**src/hw/rtl/hlb_pkg.sv**
```systemverilog
// hlb_pkg: shared constants, codes and control structs of the hashed lock bitmap
// no dependencies; used by the interfaces, controller, datapath and top level
package hlb_pkg;

	// field widths fixed by the request and response formats
	localparam int BYTE_W       = 8;
	localparam int SLOT_W       = 12;
	localparam int STATUS_W     = 2;
	localparam int SLOT_COUNT_W = 13;
	localparam int CFG_IDX_W    = 1;
	localparam int CFG_DATA_W   = 13;

	// hash accumulator width and divider step counter width
	localparam int HASH_W = 32;
	localparam int STEP_W = $clog2(HASH_W);

	localparam logic [HASH_W-1:0] SEED_BERNSTEIN = 32'd5381;
	localparam logic [HASH_W-1:0] SEED_SUM       = 32'd0;
	localparam int                BERN_SHIFT     = 5;
	localparam int                MIN_SLOTS      = 8;

	// hash mode codes
	localparam logic MODE_BERNSTEIN = 1'b0;
	localparam logic MODE_SUM       = 1'b1;

	// request kinds
	localparam logic KIND_ACQUIRE = 1'b0;
	localparam logic KIND_RELEASE = 1'b1;

	// configuration register indexes
	localparam logic [CFG_IDX_W-1:0] REG_HASH_MODE  = 1'd0;
	localparam logic [CFG_IDX_W-1:0] REG_SLOT_COUNT = 1'd1;

	// response status codes
	typedef enum logic [STATUS_W-1:0] {
		ST_ACQUIRED = 2'd0,
		ST_BUSY     = 2'd1,
		ST_RELEASED = 2'd2,
		ST_UNHELD   = 2'd3
	} status_t;

	// controller to datapath commands
	typedef struct packed {
		logic take;      // request item accepted this cycle
		logic load;      // load divider with hash magnitude, reseed hash
		logic div_step;  // one remainder bit
		logic read;      // read lock bit at remainder
		logic commit;    // update lock bit and load response register
		logic clear;     // clear one lock bit of the reset sweep
	} cmd_t;

	// datapath to controller status
	typedef struct packed {
		logic clear_done;   // sweep is at its last entry
		logic rsp_blocked;  // response register still held
	} sts_t;

endpackage

```
**src/hw/rtl/hlb_ctrl.sv**
```systemverilog
// hlb_ctrl: request sequencer; reset sweep, byte intake, remainder loop, lock update
// depends on hlb_pkg for command and status structs
module hlb_ctrl (
	input  logic          clk,
	input  logic          arst_n,
	input  logic          req_valid,
	input  logic          req_last,
	output logic          req_ready,
	input  hlb_pkg::sts_t sts,
	output hlb_pkg::cmd_t cmd
);

	typedef enum logic [5:0] {
		S_CLEAR = 6'b000001,
		S_IDLE  = 6'b000010,
		S_LOAD  = 6'b000100,
		S_DIV   = 6'b001000,
		S_READ  = 6'b010000,
		S_LOOK  = 6'b100000
	} state_t;

	state_t                     state_q;
	state_t                     state_d;
	logic [hlb_pkg::STEP_W-1:0] step_q;
	logic                       step_last;

	assign step_last = (step_q == hlb_pkg::STEP_W'(hlb_pkg::HASH_W - 1));
	assign req_ready = (state_q == S_IDLE);

	// next state and commands
	always_comb begin
		state_d = state_q;
		cmd     = '0;
		unique case (state_q)
			S_CLEAR: begin
				cmd.clear = 1'b1;
				if (sts.clear_done) begin
					state_d = S_IDLE;
				end
			end
			S_IDLE: begin
				cmd.take = req_valid;
				if (req_valid && req_last) begin
					state_d = S_LOAD;
				end
			end
			S_LOAD: begin
				cmd.load = 1'b1;
				state_d  = S_DIV;
			end
			S_DIV: begin
				cmd.div_step = 1'b1;
				if (step_last) begin
					state_d = S_READ;
				end
			end
			S_READ: begin
				cmd.read = 1'b1;
				state_d  = S_LOOK;
			end
			S_LOOK: begin
				if (!sts.rsp_blocked) begin
					cmd.commit = 1'b1;
					state_d    = S_IDLE;
				end
			end
			default: begin
				state_d = S_CLEAR;
			end
		endcase
	end

	// state register
	always_ff @(posedge clk or negedge arst_n) begin
		if (!arst_n) begin
			state_q <= S_CLEAR;
		end else begin
			state_q <= state_d;
		end
	end

	// divider step counter
	always_ff @(posedge clk or negedge arst_n) begin
		if (!arst_n) begin
			step_q <= '0;
		end else if (cmd.load) begin
			step_q <= '0;
		end else if (cmd.div_step) begin
			step_q <= step_q + 1'b1;
		end
	end

	// the remainder loop always runs its full count before the lookup
	a_div_len: assert property (@(posedge clk) disable iff (!arst_n)
		(state_q == S_DIV && step_last) |=> (state_q == S_READ))
		else $error("divide loop left early or late");

	// no item is taken outside the intake state
	a_take_idle: assert property (@(posedge clk) disable iff (!arst_n)
		cmd.take |-> (state_q == S_IDLE))
		else $error("item taken while busy");

endmodule

```
**config.mk**
```make
export PLATFORM = sky130hd
export DESIGN_NAME = hlb_ctrl
export DESIGN_NICKNAME = d
export VERILOG_FILES = /design/src/hw/rtl/hlb_pkg.sv /design/src/hw/rtl/hlb_ctrl.sv
export SDC_FILE = /design/constraint.sdc
export NUM_CORES = 1
export LEC_CHECK = 0
export BUFFER_PORTS_ARGS = -buffer_cell sky130_fd_sc_hd__buf_4
export CORE_AREA = 8 8 45 47
export DETAILED_ROUTE_END_ITERATION = 10
export DIE_AREA = 0 0 53 55
export PLACE_DENSITY = 0.7
export SLEW_MARGIN = 5
export SYNTH_ARGS = -nofsm -noshare
export SYNTH_HDL_FRONTEND = slang
export SYNTH_SLANG_ARGS = --single-unit
```
**constraint.sdc**
```tcl
create_clock -name clk -period 4.8 [get_ports clk]
set_clock_uncertainty 0.15 [all_clocks]
set_input_delay 0.72 -clock clk [delete_from_list [all_inputs] [get_ports clk]]
set_output_delay 0.72 -clock clk [all_outputs]
set_load 0.03 [all_outputs]
```
After elaboration in Yosys (flattened, before gate mapping)
Cells that the tools add are included.
- register bits: 11
- input bits: 6
- output and inout bits: 7
- logic and storage cells: 31
- add/sub/neg operators: 1
- equal/unequal tests: 11
- mux-type cells: 14
- reduce and logical (&&, ||, !) cells: 3
- operators with widths (kind ; number):
    case mux 6 bit (6 select lines) ; 1
    two-way mux 6 bit ; 4
    two-way mux 5 bit ; 2
    two-way mux 1 bit ; 7
    equality test 6 x 1 -> 1 bit (second input constant) ; 1
    equality test 6 x 2 -> 1 bit (second input constant) ; 1
    equality test 6 x 3 -> 1 bit (second input constant) ; 1
    equality test 6 x 4 -> 1 bit (second input constant) ; 1
    equality test 6 x 5 -> 1 bit (second input constant) ; 1
    equality test 6 bit (second input constant) ; 1
    inequality test 2 bit (second input constant) ; 3
    adder 5 x 1 -> 5 bit (second input constant) ; 1
    equality test 5 bit (second input constant) ; 1
    AND reduction 4 bit ; 1
    inequality test 2 x 1 -> 1 bit (second input constant) ; 1
    nonzero test 2 bit ; 1
    logical AND 1 bit ; 1

Longest topological paths before layout
Gate-level depths: netlist (run 1).
- depth in word-level cells: 4
- gate-level depth with buffers: 5
- gate-level depth less buffers: 4

Least setup slack after synthesis (run 1)
Ideal clock, no wire load.
- path type: reg2out
- start: reg state_q[5]
- end: out cmd[5] (netlist bit)
- arrival time: 2.263 ns
- required time: 3.930 ns
- slack: 1.667 ns
- cell stages (with the launch flop): 4
- path buffers: 0
- cells stage by stage: dfrtp_1 -> or4_1 -> nor3b_1 -> and2_1
- RTL lines (item ; line ; source):
    start: declaration ; hlb_ctrl.sv:22 ; state_t state_q;
    start signal: assignment ; hlb_ctrl.sv:78 ; state_q <= state_d;
    end: declaration ; hlb_ctrl.sv:10 ; output hlb_pkg::cmd_t cmd

==> results of run 1 <==
[path summary, 6_finish.rpt]
kind                                         from                     end  slack, ns
setup reg to reg           state_q[1]$_DFFE_PN0P_   step_q[0]$_DFFE_PN0P_       2.78
setup / recovery           state_q[1]$_DFFE_PN0P_                  cmd[1]       1.89
hold reg to reg             step_q[4]$_DFFE_PN0P_   step_q[4]$_DFFE_PN0P_       0.37
hold / removal                             arst_n  state_q[5]$_DFFE_PN0P_       0.11
max in group asynchronous                  arst_n  state_q[0]$_DFFE_PN1P_       4.15
min in group clk            step_q[4]$_DFFE_PN0P_   step_q[4]$_DFFE_PN0P_       0.37
[metrics by stage]
step	total power [mW]	std cells	hold slack [ns]	cell area [um2]
floorplan	0.229	59	0.274	629
global placement	0.253	85	0.349	723
detailed placement	0.254	85	0.355	723
CTS	0.319	89	0.113	749
global route	0.336	89	0.122	749
finish	0.315	89	0.114	749
[power by group]
group	switching (mW)	internal (mW)
clock network	0.0319	0.0322
registers	0.0244	0.111
logic	0.0576	0.0584
total	0.114	0.202
[logic make-up (layout without fill, tap and decap cells)]
family / after synthesis / in the layout / synth area share (%)
AND/OR/NAND/NOR: 24 / 24 / 25.6
AO/OA/AOI/OAI: 13 / 13 / 14.5
flip-flops: 11 / 11 / 43.9
buffers and inverters: 4 / 18 / 3.78
adder cells (fa/ha/maj): 3 / 3 / 5.76
multiplexers: 3 / 3 / 4.97
XOR/XNOR: 1 / 1 / 1.39
[layout make-up]
cell class / instances / area, um2 / share of cell area, %
multi-input cells: 44 / 329 / 43.9
clock buffers: 4 / 26.3 / 3.51
repair buffers: 12 / 90.1 / 12.0
flip-flops and latches: 11 / 277 / 36.9
well taps: 16 / 20.0 / 2.67
inverters: 2 / 7.51 / 1.00
[sequential cells by signal, indices dropped and copies added, names as in the netlist]
name / flops
state_q: 6
step_q: 5
[worst max-delay path, stage by stage, from the launching register on]
cell     delay [ns]
dfrtp_1        0.47
or4_4          0.60
nor4b_1        0.45
buf_4          0.25
[cells in the mapped netlist, drive strengths merged (2+ instances only)]
library cell,instances
and3,6
a22o,2
o21ai,4
or4,2
buf,2
a21o,2
dfrtp,10
nor2,3
nand2,2
nor4b,4
nor3b,2
inv,2
mux2i,2
ha,2
[per-layer routing]
layer / vias up / track usage [%] / wire length, um
li1: 252 / - / -
met1: 255 / 12.8 / 588
met2: 14 / 16.0 / 630
met3: 4 / 3.21 / 88
met4: 0 / 6.47 / 28
met5: - / 0 / 0
==> results_dict.tcl, run 1 <==
set metrics [dict create \
    status "completed" \
    die_h_um 55 \
    ir_drop_mv 0.220 \
    grt.overflow.total 0 \
    synth-edff-count 0 \
    slew_viol_final 0 \
    fmax_ghz 0.344 \
    finalHoldViolCount 0 \
    yosys_warnings 0 \
    diodes 0 \
    nNetsFinal 82 \
    clock_sinks 11 \
    leakage_nw 0.394 \
    drt-pass1-iter-count 4 \
    drtAntennaViolNets 0 \
    post-place-ws_ns 2.18 \
    rows 14 \
    drt_iter0_markers 14 \
    initial_core_util_pct 45.5 \
    cts_buffers 3 \
    grt_util_all_layers_pct 10.5 \
    antenna_found_initial 0 \
    grt_max_degree 12 \
    yosys-top-cells-area "dfrtp_1, and3_1, nor4b_1" \
    h-tree-depth 1 \
    fp.dieW_um 53 \
    viasPerCell 5.90 \
    die_area_um2 2920 \
    grt_pass1_vias 520 \
    final-setup-viol-count 0 \
    io_pins 13 \
    timing.critical_path.required_ns 3.93 \
    worst_r2r_path_depth 3 \
    clock-root-buffer "clkbuf_4" \
    place_hpwl_mm 1.02 \
    grt_pass1_wl_mm 2.30 \
    ys_seq_elements 11 \
    area_delta_synth_final_pct 19.1 \
    finalCritPeriodShare_pct 60.6 \
    period_needed_ns 2.91 \
    nFillCells 126 \
    seq_area_frac_synth_pct 43.9 \
    final_cell_mix "buf_4, dfrtp_1, and3_1" \
    synth_fp_nets 67 \
    worst_pin_slew_ns 0.682 \
    cts_resized 0 \
    port_buffers 12 \
    wl_mm 1.34 \
    mostFrequentLayoutCell "buf_4" \
    insertion_delay_ns 0.27 \
    vias 525 \
    worstHoldPathType "in2async" \
    end_kind "primary output" \
    startpoint_type "flip-flop" \
    drive_gt1_share_pct 28.8 \
    async_flop_share_pct 100 \
    drv_cap 0 \
    synth_area_per_cell_um2 10.7 \
    clkTransAtPathRegs_ns 0.07 \
    dominantRegCellSynth "dfrtp_1" \
    wire_per_inst_um 15.0 \
    worst_slack_ns 1.89 \
    yosysTopAreaCellShare_pct 39.8 \
    slew_headroom_pct 53.9 \
    critical_path_arrival_ns 2.04 \
    final_util_pct 54.2 \
    cts_hold_buf 0 \
    gp_congestion 0.796 \
    cts_tree "built" \
    ys_types 30 \
    synthCells 59 \
    drcViolationCount 0 \
    clockBufferDepth 2 \
    powerDensity_nw_per_um2 421 \
    post-cts-setup-buffers 0 \
    crit_fanout 9 \
    rsz0062_at_grt "false" \
    yosys.area.top_type "dfrtp_1" \
    syn_area_um2 629 \
    setup_tns_ns 0 \
    critical_path_class "reg2out" \
    core_um2 1380 \
]
No activity file was read; power rests on OpenSTA's default activity.
==> inputs of run 2 (changes only) <==
--- a/config.mk
+++ b/config.mk
@@ -6,10 +6,10 @@
 export NUM_CORES = 1
 export LEC_CHECK = 0
 export BUFFER_PORTS_ARGS = -buffer_cell sky130_fd_sc_hd__buf_4
-export CORE_AREA = 8 8 45 47
+export CORE_MARGIN = 8
+export CORE_UTILIZATION = 46
 export DETAILED_ROUTE_END_ITERATION = 10
-export DIE_AREA = 0 0 53 55
-export PLACE_DENSITY = 0.7
+export PLACE_DENSITY = 0.72
 export SLEW_MARGIN = 5
 export SYNTH_ARGS = -nofsm -noshare
 export SYNTH_HDL_FRONTEND = slang
==> constraint.sdc (replaced) <==
create_clock -name clk -period 2.6 [get_ports clk]
set_clock_uncertainty 0.15 [all_clocks]
set_input_delay 0.39 -clock clk [delete_from_list [all_inputs] [get_ports clk]]
set_output_delay 0.39 -clock clk [all_outputs]
set_load 0.03 [all_outputs]
==> run 2 against run 1 <==
Sequential cell count unchanged. Utilization increased by 6.3 points. Sequential power increased by 87%. Critical path depth increased by 1. Sequential share of layout area decreased by 1.3 points. Clock power increased by 89%. Hold slack improved by 0.095 ns. Combinational power increased by 91%. First-iteration DRC count decreased by 21%. Final area increased by 3.7%. Critical endpoint is now cmd[5]. Largest power group unchanged. Highest routed layer unchanged.
==> results_dict.tcl, run 2 (synthesis results as in run 1) <==
set metrics [dict create \
    status "completed" \
    stdcell_count 90 \
    grt_util_all_layers_pct 11.4 \
    cts_tree "built" \
    worst_slack_ns 0.133 \
    slew_viol_final 0 \
    diodes 0 \
    powerDensity_nw_per_um2 765 \
    whs_path_depth 2 \
    worstPathBufferInverterCount 1 \
    timing.critical_path.required_ns 2.06 \
    rsz0062_at_grt "false" \
    r2r_slack_ns 0.70 \
    end_kind "primary output" \
    core_um2 1280 \
    cts_resized 0 \
    final_cell_mix "buf_4, dfrtp_1, and3_1" \
    regMostFlops "state_q" \
    crit_fanout 7 \
    drive_gt1_share_pct 32.0 \
    nFillCells 120 \
    drtAntennaViolNets 0 \
    post-place-ws_ns 0.448 \
    grt.overflow.total 0 \
    drv_cap 0 \
    path_cells "or4_1, nor3b_2, and2_1, buf_4" \
    final-setup-viol-count 0 \
    drt_iter0_markers 11 \
    fmax_ghz 0.405 \
    critical_path_arrival_ns 1.93 \
    cp_slowest_stage_delay_ns 0.61 \
    worstReg2RegStart "state_q[1]$_DFFE_PN0P_" \
    grt_pass1_wl_mm 2.37 \
    wire_per_inst_um 15.7 \
    wl_mm 1.41 \
    power_mw 0.594 \
    drt-pass1-iter-count 4 \
    port_buffers 12 \
    clock_sinks 11 \
    nNetsFinal 84 \
    largest_register_ffs 6 \
    mostFrequentLayoutCell "buf_4" \
    dpl.cell_count 85 \
    clkTransAtPathRegs_ns 0.07 \
    ir_drop_mv 0.384 \
    insertion_delay_ns 0.27 \
    h-tree-depth 1 \
    hold_end "state_q[2]$_DFFE_PN0P_" \
    leakage_nw 0.406 \
    worst_pin_slew_ns 0.568 \
    clock-root-buffer "clkbuf_4" \
    fp.dieW_um 53.0 \
    io_pins 13 \
    gp_congestion 0.841 \
    rr_endpoint "state_q[0]$_DFFE_PN1P_" \
    period_needed_ns 2.47 \
    critical_path_class "reg2out" \
    startpoint_type "flip-flop" \
    largestRegisters "state_q: 6 flops, step_q: 5 flops" \
    rows 13 \
    die_h_um 53.0 \
    drcViolationCount 0 \
    clockBufferDepth 2 \
    finalHoldViolCount 0 \
    viasPerCell 5.76 \
    slowest_stage "or4_1" \
    area_delta_synth_final_pct 23.5 \
    crit_family "simple AND/OR/NAND/NOR gates" \
    post-cts-setup-buffers 0 \
    hp-start "req_last" \
    finalCritPeriodShare_pct 94.9 \
    vias 518 \
    initial_core_util_pct 49.0 \
    worst_r2r_path_depth 3 \
    antenna_found_initial 0 \
    setup_tns_ns 0 \
    grt_max_degree 12 \
    cts_buffers 3 \
    die_area_um2 2810 \
    slew_headroom_pct 61.6 \
    worstHoldPathType "in2reg" \
    grt_pass1_vias 558 \
    place_hpwl_mm 1.02 \
]
==> run 2: cell types whose count changed in the layout (fill, tap and decap cells not counted), sizes merged <==
cell	before	now
dlygate4sd3	0	1
buf	12	13
==> run 2: worst max-delay path by stage <==
stage                                       from      to  cells past startpoint
after global routing      state_q[5]$_DFFE_PN0P_  cmd[5]                      4
after CTS                 state_q[5]$_DFFE_PN0P_  cmd[5]                      4
after detailed placement  state_q[5]$_DFFE_PN0P_  cmd[5]                      4
after floorplan           state_q[5]$_DFFE_PN0P_  cmd[5]                      3
after global placement    state_q[5]$_DFFE_PN0P_  cmd[5]                      4
final                     state_q[5]$_DFFE_PN0P_  cmd[5]                      4
==> run 2: worst reg2reg max path, delay by kind of cell (launching register included) <==
family / cells / cell delay (ns)
flip-flops: 1 / 0.47
adder cells (fa/ha/maj): 1 / 0.32
AO/OA/AOI/OAI: 1 / 0.28
AND/OR/NAND/NOR: 1 / 0.60
==> run 2: metrics by stage <==
stage / hold slack [ns] / utilization [%] / area (um2)
2_1_floorplan: -0.0556 / - / 641
3_3_place_gp: 0.0817 / 57.6 / 741
3_5_place_dp: 0.0839 / 57.6 / 741
4_1_cts: 0.203 / 60.5 / 777
5_1_grt: 0.215 / 60.5 / 777
6_report: 0.209 / 60.5 / 777
==> run 2: what timing repair did <==
item	CTS	global route
hold buffers	1	0
endpoints found under the hold margin	11	0
endpoints found under the setup margin	0	0
==> run 2: area by class of cell <==
cell class / instances / area, um2 / share of cell area (%)
timing repair buffer: 14 / 108 / 13.8
clock buffer: 4 / 26.3 / 3.38
multi-input combinational: 44 / 340 / 43.8
sequential: 11 / 277 / 35.6
tap: 15 / 18.8 / 2.42
inverter: 2 / 7.51 / 0.966
==> run 2: routing by layer <==
metal  wire length, um  global-route usage (%)  vias up
li1                  -                       -      257
met1               645                    12.6      249
met2               664                    18.0        7
met3                64                    3.64        5
met4                37                    8.19        0
met5                 0                       0        -
==> run 2: report_power, final <==
group / internal [mW] / switching [mW]
clock: 0.0595 / 0.0613
combinational: 0.112 / 0.110
sequential: 0.205 / 0.0473
